--- src/hw/rtl/zdso_pkg.sv ---
`timescale 1ns / 1ps

package zdso_pkg;

   localparam int ZONE_COUNT = 8;
   localparam int ENTRY_COUNT = 2 * ZONE_COUNT;

   localparam int TRACK_WIDTH = 12;
   localparam int SECTOR_WIDTH = 8;
   localparam int ZONE_WIDTH = 3;
   localparam int ENTRY_WIDTH = 4;
   localparam int IN_BLOCK_WIDTH = 7;
   localparam int BLOCK_BYTES_WIDTH = 16;
   localparam int START_WIDTH = 27;
   localparam int TRACK_BYTES_WIDTH = BLOCK_BYTES_WIDTH + TRACK_WIDTH;
   localparam int SECTOR_BYTES_WIDTH = 16;
   localparam int OFFSET_WIDTH = 32;

   localparam int DISK_TYPE_WIDTH = 3;
   localparam int SECTOR_SIZE_WIDTH = 8;
   localparam int CSR_INDEX_WIDTH = 1;
   localparam int CSR_DATA_WIDTH = 8;

   localparam logic [CSR_INDEX_WIDTH-1:0] CSR_DISK_TYPE = 1'b0;
   localparam logic [CSR_INDEX_WIDTH-1:0] CSR_SECTOR_SIZE = 1'b1;

   localparam logic [SECTOR_WIDTH-1:0] SECTORS_PER_BLOCK = 8'h5A;
   localparam logic [SECTOR_WIDTH-1:0] SECTORS_TWO_BLOCKS = 8'hB4;

   localparam logic [TRACK_WIDTH-1:0] ZONE_FIRST_TRACK [ZONE_COUNT] = '{
      12'h000, 12'h09E, 12'h13C, 12'h1D1, 12'h266, 12'h2FB, 12'h390, 12'h425
   };

   localparam logic [START_WIDTH-1:0] ZONE_START [ENTRY_COUNT] = '{
      27'h0000000, 27'h05F15E0, 27'h0B79D00, 27'h10801A0,
      27'h1523720, 27'h1963D80, 27'h1D414C0, 27'h20BBCE0,
      27'h23196E0, 27'h28A1E00, 27'h2DF5DC0, 27'h3299340,
      27'h36D99A0, 27'h3AB70E0, 27'h3E31900, 27'h4149200
   };

   localparam logic [BLOCK_BYTES_WIDTH-1:0] ZONE_BLOCK_BYTES [ENTRY_COUNT] = '{
      16'h4D08, 16'h47B8, 16'h4510, 16'h3FC0, 16'h3A70, 16'h3520, 16'h2FD0, 16'h2A80,
      16'h47B8, 16'h4510, 16'h3FC0, 16'h3A70, 16'h3520, 16'h2FD0, 16'h2A80, 16'h2530
   };

   typedef struct packed {
      logic [TRACK_WIDTH-1:0]  track_number;
      logic                    head_select;
      logic [SECTOR_WIDTH-1:0] sector_index;
   } req_word_type;

   typedef struct packed {
      logic [START_WIDTH-1:0]        zone_start;
      logic [TRACK_BYTES_WIDTH-1:0]  track_bytes;
      logic [BLOCK_BYTES_WIDTH-1:0]  block_bytes;
      logic [SECTOR_BYTES_WIDTH-1:0] sector_bytes;
      logic                          rom_area;
   } mid_word_type;

endpackage

--- src/hw/rtl/zdso_map.sv ---
`timescale 1ns / 1ps

module zdso_map (
   input  zdso_pkg::req_word_type                       word,
   input  logic [zdso_pkg::DISK_TYPE_WIDTH-1:0]         disk_type,
   input  logic [zdso_pkg::SECTOR_SIZE_WIDTH-1:0]       sector_size_minus_one,
   output zdso_pkg::mid_word_type                       mid
);

   logic [zdso_pkg::ZONE_WIDTH-1:0]         zone;
   logic [zdso_pkg::TRACK_WIDTH-1:0]        rel_track;
   logic [zdso_pkg::ENTRY_WIDTH-1:0]        entry;
   logic [zdso_pkg::BLOCK_BYTES_WIDTH-1:0]  bsize;
   logic                                    block;
   logic [zdso_pkg::SECTOR_WIDTH-1:0]       in_block_wide;
   logic [zdso_pkg::IN_BLOCK_WIDTH-1:0]     in_block;
   logic [zdso_pkg::SECTOR_SIZE_WIDTH:0]    sector_size;

   // zone is the number of thresholds reached
   always_comb begin
      zone = '0;
      for (int i = 1; i < zdso_pkg::ZONE_COUNT; i++) begin
         if (word.track_number >= zdso_pkg::ZONE_FIRST_TRACK[i]) begin
            zone = zone + 3'd1;
         end
      end
   end

   assign rel_track = word.track_number - zdso_pkg::ZONE_FIRST_TRACK[zone];
   assign entry = {word.head_select, zone};
   assign bsize = zdso_pkg::ZONE_BLOCK_BYTES[entry];

   // sector split modulo 90, with indices past two blocks folded once more
   always_comb begin
      block = (word.sector_index >= zdso_pkg::SECTORS_PER_BLOCK);
      if (word.sector_index >= zdso_pkg::SECTORS_TWO_BLOCKS) begin
         in_block_wide = word.sector_index - zdso_pkg::SECTORS_TWO_BLOCKS;
      end else if (block) begin
         in_block_wide = word.sector_index - zdso_pkg::SECTORS_PER_BLOCK;
      end else begin
         in_block_wide = word.sector_index;
      end
   end

   assign in_block = in_block_wide[zdso_pkg::IN_BLOCK_WIDTH-1:0];
   assign sector_size = {1'b0, sector_size_minus_one} + 9'd1;

   always_comb begin
      mid.zone_start = zdso_pkg::ZONE_START[entry];
      mid.track_bytes = zdso_pkg::TRACK_BYTES_WIDTH'(bsize)
                      * zdso_pkg::TRACK_BYTES_WIDTH'(rel_track);
      mid.block_bytes = block ? bsize : '0;
      mid.sector_bytes = zdso_pkg::SECTOR_BYTES_WIDTH'(in_block)
                       * zdso_pkg::SECTOR_BYTES_WIDTH'(sector_size);
      mid.rom_area = (({1'b0, zone} + {3'b000, word.head_select})
                     <= ({1'b0, disk_type} + 4'd2));
   end

endmodule

--- src/hw/rtl/zdso_sum.sv ---
`timescale 1ns / 1ps

module zdso_sum (
   input  zdso_pkg::mid_word_type                 mid,
   output logic [zdso_pkg::OFFSET_WIDTH-1:0]      byte_offset
);

   // two blocks per track in the zone, so the track term is doubled
   assign byte_offset = zdso_pkg::OFFSET_WIDTH'(mid.zone_start)
                      + {3'b000, mid.track_bytes, 1'b0}
                      + zdso_pkg::OFFSET_WIDTH'(mid.block_bytes)
                      + zdso_pkg::OFFSET_WIDTH'(mid.sector_bytes);

endmodule

--- src/hw/rtl/zoned_disk_sector_offset.sv ---
`timescale 1ns / 1ps

// Maps a track, head and sector of a zoned-recording disk to the byte offset
// of that sector in the disk image, plus a read-only area flag. Three register
// stages: input word, table lookup with the two products, final sum. An
// accepted word passes through all three registers before its result shows;
// one word is taken every cycle, and a waiting result stalls the input only
// once all three stages are full. Write disk_type and sector_size_minus_one
// only while no word is in flight.

module zoned_disk_sector_offset (
   input  logic                                     clock,
   input  logic                                     reset,
   input  logic                                     req_valid,
   output logic                                     req_stall,
   input  logic [zdso_pkg::TRACK_WIDTH-1:0]         req_track_number,
   input  logic                                     req_head_select,
   input  logic [zdso_pkg::SECTOR_WIDTH-1:0]        req_sector_index,
   output logic                                     rsp_valid,
   input  logic                                     rsp_stall,
   output logic [zdso_pkg::OFFSET_WIDTH-1:0]        rsp_byte_offset,
   output logic                                     rsp_rom_area,
   input  logic                                     csr_write_enable,
   input  logic [zdso_pkg::CSR_INDEX_WIDTH-1:0]     csr_index,
   input  logic [zdso_pkg::CSR_DATA_WIDTH-1:0]      csr_write_data
);

   logic [zdso_pkg::DISK_TYPE_WIDTH-1:0]   disk_type_ff;
   logic [zdso_pkg::SECTOR_SIZE_WIDTH-1:0] sector_size_ff;

   logic                    s1_valid_ff, s1_valid_in;
   zdso_pkg::req_word_type  s1_word_ff, s1_word_in;
   logic                    s2_valid_ff, s2_valid_in;
   zdso_pkg::mid_word_type  s2_mid_ff, s2_mid_in;
   logic                    s3_valid_ff, s3_valid_in;
   logic [zdso_pkg::OFFSET_WIDTH-1:0] s3_offset_ff, s3_offset_in;
   logic                    s3_rom_ff, s3_rom_in;

   logic ready1, ready2, ready3;

   zdso_pkg::mid_word_type            map_mid;
   logic [zdso_pkg::OFFSET_WIDTH-1:0] sum_offset;

   // a stage loads when empty or when its word moves on
   assign ready3 = !s3_valid_ff || !rsp_stall;
   assign ready2 = !s2_valid_ff || ready3;
   assign ready1 = !s1_valid_ff || ready2;
   assign req_stall = !ready1;

   zdso_map u_map (
      .word                  (s1_word_ff),
      .disk_type             (disk_type_ff),
      .sector_size_minus_one (sector_size_ff),
      .mid                   (map_mid)
   );

   zdso_sum u_sum (
      .mid         (s2_mid_ff),
      .byte_offset (sum_offset)
   );

   always_comb begin
      s1_valid_in = ready1 ? req_valid : s1_valid_ff;
      s1_word_in = s1_word_ff;
      if (ready1 && req_valid) begin
         s1_word_in.track_number = req_track_number;
         s1_word_in.head_select = req_head_select;
         s1_word_in.sector_index = req_sector_index;
      end

      s2_valid_in = ready2 ? s1_valid_ff : s2_valid_ff;
      s2_mid_in = (ready2 && s1_valid_ff) ? map_mid : s2_mid_ff;

      s3_valid_in = ready3 ? s2_valid_ff : s3_valid_ff;
      s3_offset_in = (ready3 && s2_valid_ff) ? sum_offset : s3_offset_ff;
      s3_rom_in = (ready3 && s2_valid_ff) ? s2_mid_ff.rom_area : s3_rom_ff;
   end

   always_ff @(posedge clock) begin
      if (reset) begin
         s1_valid_ff <= 1'b0;
         s2_valid_ff <= 1'b0;
         s3_valid_ff <= 1'b0;
      end else begin
         s1_valid_ff <= s1_valid_in;
         s2_valid_ff <= s2_valid_in;
         s3_valid_ff <= s3_valid_in;
      end
   end

   always_ff @(posedge clock) begin
      s1_word_ff <= s1_word_in;
      s2_mid_ff <= s2_mid_in;
      s3_offset_ff <= s3_offset_in;
      s3_rom_ff <= s3_rom_in;
   end

   // configuration registers
   always_ff @(posedge clock) begin
      if (reset) begin
         disk_type_ff <= '0;
         sector_size_ff <= '0;
      end else if (csr_write_enable) begin
         case (csr_index)
            zdso_pkg::CSR_DISK_TYPE: begin
               disk_type_ff <= csr_write_data[zdso_pkg::DISK_TYPE_WIDTH-1:0];
            end
            zdso_pkg::CSR_SECTOR_SIZE: begin
               sector_size_ff <= csr_write_data[zdso_pkg::SECTOR_SIZE_WIDTH-1:0];
            end
            default: begin
               disk_type_ff <= disk_type_ff;
            end
         endcase
      end
   end

   assign rsp_valid = s3_valid_ff;
   assign rsp_byte_offset = s3_offset_ff;
   assign rsp_rom_area = s3_rom_ff;

endmodule

--- config.mk ---
export PLATFORM = sky130hd
export DESIGN_NAME = zoned_disk_sector_offset
export DESIGN_NICKNAME = d
export VERILOG_FILES = /design/src/hw/rtl/zdso_pkg.sv /design/src/hw/rtl/zdso_map.sv /design/src/hw/rtl/zdso_sum.sv /design/src/hw/rtl/zoned_disk_sector_offset.sv
export SDC_FILE = /design/constraint.sdc
export NUM_CORES = 1
export LEC_CHECK = 0
export BUFFER_PORTS_ARGS = -buffer_cell sky130_fd_sc_hd__buf_2
export CORE_ASPECT_RATIO = 0.9
export CORE_MARGIN = 2
export CORE_UTILIZATION = 52
export CTS_BUF_LIST = sky130_fd_sc_hd__clkbuf_16
export DETAILED_ROUTE_END_ITERATION = 7
export GPL_TIMING_DRIVEN = 0
export PLACE_DENSITY = 0.66
export SLEW_MARGIN = 20
export SYNTH_ARGS = -nofsm -noshare
export SYNTH_HDL_FRONTEND = slang
export SYNTH_SLANG_ARGS = --single-unit
--- constraint.sdc ---
create_clock -name clock -period 16.2 [get_ports clock]
set_input_delay 2.43 -clock clock [delete_from_list [all_inputs] [get_ports clock]]
set_output_delay 2.43 -clock clock [all_outputs]
set_load 0.05 [all_outputs]
==> flow_metrics.env <==
export IMPL_via_per_inst=5.390
export IMPL_cp_startpoint="s1_word_ff[20]$_DFFE_PP_"
export IMPL_cts_buffers=17
export IMPL_place_gp_congestion=0.9334
export IMPL_cts_setup_buffers=0
export IMPL_grt_start_max_net_pins=31
export IMPL_synthFlopType="edfxtp_1"
export IMPL_setup_violations=0
export IMPL_worstSetupEndpoint="s2_mid_ff[60]$_DFFE_PP_"
export IMPL_dp_slack_ns=2.772
export IMPL_worst_slew_pin_slew_ns=1.010
export IMPL_h_tree_depth=4
export IMPL_wire_per_inst_um=16.49
export IMPL_ios=70
export IMPL_drive_gt1_frac=0.08428
export IMPL_track_usage=0.2364
export IMPL_rr_startpoint="s1_word_ff[20]$_DFFE_PP_"
export IMPL_layout_setup_ws_ns=2.706
export IMPL_whs_path_depth=0
export IMPL_period_needed_ns=13.49
export IMPL_num_vias=11700
export IMPL_rrSetupSlack_ns=2.71
export IMPL_antenna_found_initial=0
export IMPL_worstPathRequired_ns=16.38
export IMPL_crit_top_cell="ha_1"
export IMPL_endpoint_kind="register"
export IMPL_die_height_um=169.5
export IMPL_place_area_mm2=0.01680
export IMPL_firstDrtPassIters=5
export IMPL_drtIter0Drc=822
export IMPL_grt_overflow_total=0
export IMPL_cts_sinks=142
export IMPL_critical_path_max_stage_delay_ns=0.56
export IMPL_relSlewSlack=0.3215
export IMPL_crit_family="adder cells"
export IMPL_antenna_cells=0
export IMPL_drt_wl_total_mm=35.79
export IMPL_cts_hold_buf=0
export IMPL_ys_seq_elements=142
export IMPL_fin_crit_sh=0.8330
export IMPL_cap_violations=0
export IMPL_worstSkewPairLatency_ns=0.44
export IMPL_synth_cells=1664
export IMPL_io_buffer_count=66
export IMPL_fmax_ghz=0.07411
export IMPL_initial_core_util=0.5286
export IMPL_hpwl_mm=29.29
export IMPL_slew_violations=0
export IMPL_cp_max_fo=14
export IMPL_path_buf_inv=8
export IMPL_setup_tns_ns=0
export IMPL_die_w_um=187.9
export IMPL_crit_cells=52
export IMPL_clk_pin_slew_ns=0.07
export IMPL_async_reset_ff_frac=0
export IMPL_core_rowCount=60
export IMPL_ys_seq_area_frac=0.2605
export IMPL_grt_setup_unrepaired="false"
export IMPL_postSynthAreaPerCell_um2=9.515
export IMPL_drc_errors=0
export IMPL_ys_types=75
export IMPL_fin_skew_ns=0.01010
export IMPL_root_buffer="clkbuf_16"
export IMPL_critPathSlowestCell="fa_1"
export IMPL_grt_pass1_wl_mm=59.07
export IMPL_layout_nets=2119
export IMPL_crit_type="register to register"
export IMPL_r2r_cells=52
export IMPL_first_global_vias=11490
export IMPL_start_kind="register"
export IMPL_arrival_ns=13.67
export IMPL_fin_util=0.5800
export IMPL_area_growth_pct=9.720
export IMPL_clock_path_buffers=2
export IMPL_synth_edf_count=128
export IMPL_final_area_mm2=0.01737
export IMPL_ys_warn_count=0
export IMPL_postCtsResizedCells=0
export IMPL_hold_path_class="register to register"
export IMPL_rr_endpoint="s2_mid_ff[60]$_DFFE_PP_"
export IMPL_antenna_left=0
export IMPL_hold_viol=0
export IMPL_layout_cells_most_common="inv_1"
export IMPL_dieArea_mm2=0.03186
export IMPL_cts_tree="built"
export IMPL_coreArea_mm2=0.02995
export IMPL_final_cell_mix="255 x inv_1, 180 x ha_1, 173 x nand2_1"
export IMPL_netlist_area_mm2=0.01583
export IMPL_status="finished clean"
## cell families after synthesis
kind of cell	synth area share
flops	0.2605
xor+xnor	0.06180
other cells	0.0002369
mux	0.01746
simple gates	0.1464
compound gates	0.1122
buf+inv	0.07081
fa+ha+maj	0.3306
## registers in the layout, summed over array words and instances (netlist names)
| signal | count |
|---|---|
| rsp_rom_area | 1 |
| rsp_byte_offset | 31 |
| sector_size_ff | 8 |
| s1_valid_ff | 1 |
| disk_type_ff | 3 |
| s2_mid_ff | 75 |
| rsp_valid | 1 |
| s1_word_ff | 21 |
| s2_valid_ff | 1 |
## metal layers
layer  GRT usage  wire (um)
met3     0.04487       2194
met1      0.3365      17280
met5           0          0
met2      0.3770      15780
met4     0.05306        530
## Yosys cell counts (6+ instances only)
library cell    n  area, um^2
a211o_1         7       61.31
a211oi_1       11       82.58
a21o_1         28       210.2
a21oi_1        79       395.4
a31oi_1        17       106.4
and2_1         36       225.2
and3_1         14       87.58
buf_2           9       45.04
clkbuf_1       24       90.09
dfxtp_1        14       280.3
edfxtp_1      128        3844
fa_1          149        2983
ha_1          180        2252
inv_1         254       953.4
mux2i_1        19       190.2
nand2_1       173       649.4
nand2b_1       35       219.0
nand3_1        30       150.1
nand4_1         6       37.54
nor2_1        128       480.5
nor2b_1        18       112.6
nor3_1         18       90.09
o211ai_1        7       52.55
o21a_1         18       135.1
o21ai_0        45       225.2
o21bai_1        6       45.04
o31ai_1         6       45.04
or2_2          11       68.82
or3_1           8       50.05
xnor2_1        65       569.3
xor2_1         38       332.8
## per-stage QoR
step / cells / hold slack, ns
floorplan: 1665 / 0.4003
global placement: 2134 / 0.4075
detailed placement: 2139 / 0.4081
CTS: 2171 / 0.4252
global route: 2171 / 0.4282
finish: 2171 / 0.4212
## worst min-delay path by stage
stage	from	endpoint	slack, ns
global route	s2_mid_ff[3]$_DFFE_PP_	rsp_byte_offset[2]$_DFFE_PP_	0.43
detailed placement	s2_mid_ff[3]$_DFFE_PP_	rsp_byte_offset[2]$_DFFE_PP_	0.41
floorplan	s2_mid_ff[1]$_DFFE_PP_	rsp_byte_offset[0]$_DFFE_PP_	0.40
CTS	s2_mid_ff[3]$_DFFE_PP_	rsp_byte_offset[2]$_DFFE_PP_	0.43
finish	s2_mid_ff[3]$_DFFE_PP_	rsp_byte_offset[2]$_DFFE_PP_	0.42
global placement	s2_mid_ff[1]$_DFFE_PP_	rsp_byte_offset[0]$_DFFE_PP_	0.41
## final cells by class
cell class                 instances  area [um^2]
fill                            2702        12580
multi-input combinational       1231        10610
sequential                       142         4124
inverter                         257        967.2
tap                              403        504.2
timing repair buffer              71        440.4
clock buffer                      17        425.4
buffer                            35        153.9
clock inverter                    15        143.9
## worst reg2reg max path, delay by kind of cell, from the launching register on
kind	cells	cell delay, ns
AOI/OAI and AO/OA	14	2.49
xor gates and xnor gates	2	0.34
adders and majority gates	12	4.66
buffers and inverters	8	1.67
DFF	1	0.50
muxes	2	0.65
and+or+nand+nor	14	2.93
Power is left out: the tool's default activity adds up to more than one toggle a clock period on the data nets, which glitch-free logic cannot reach.
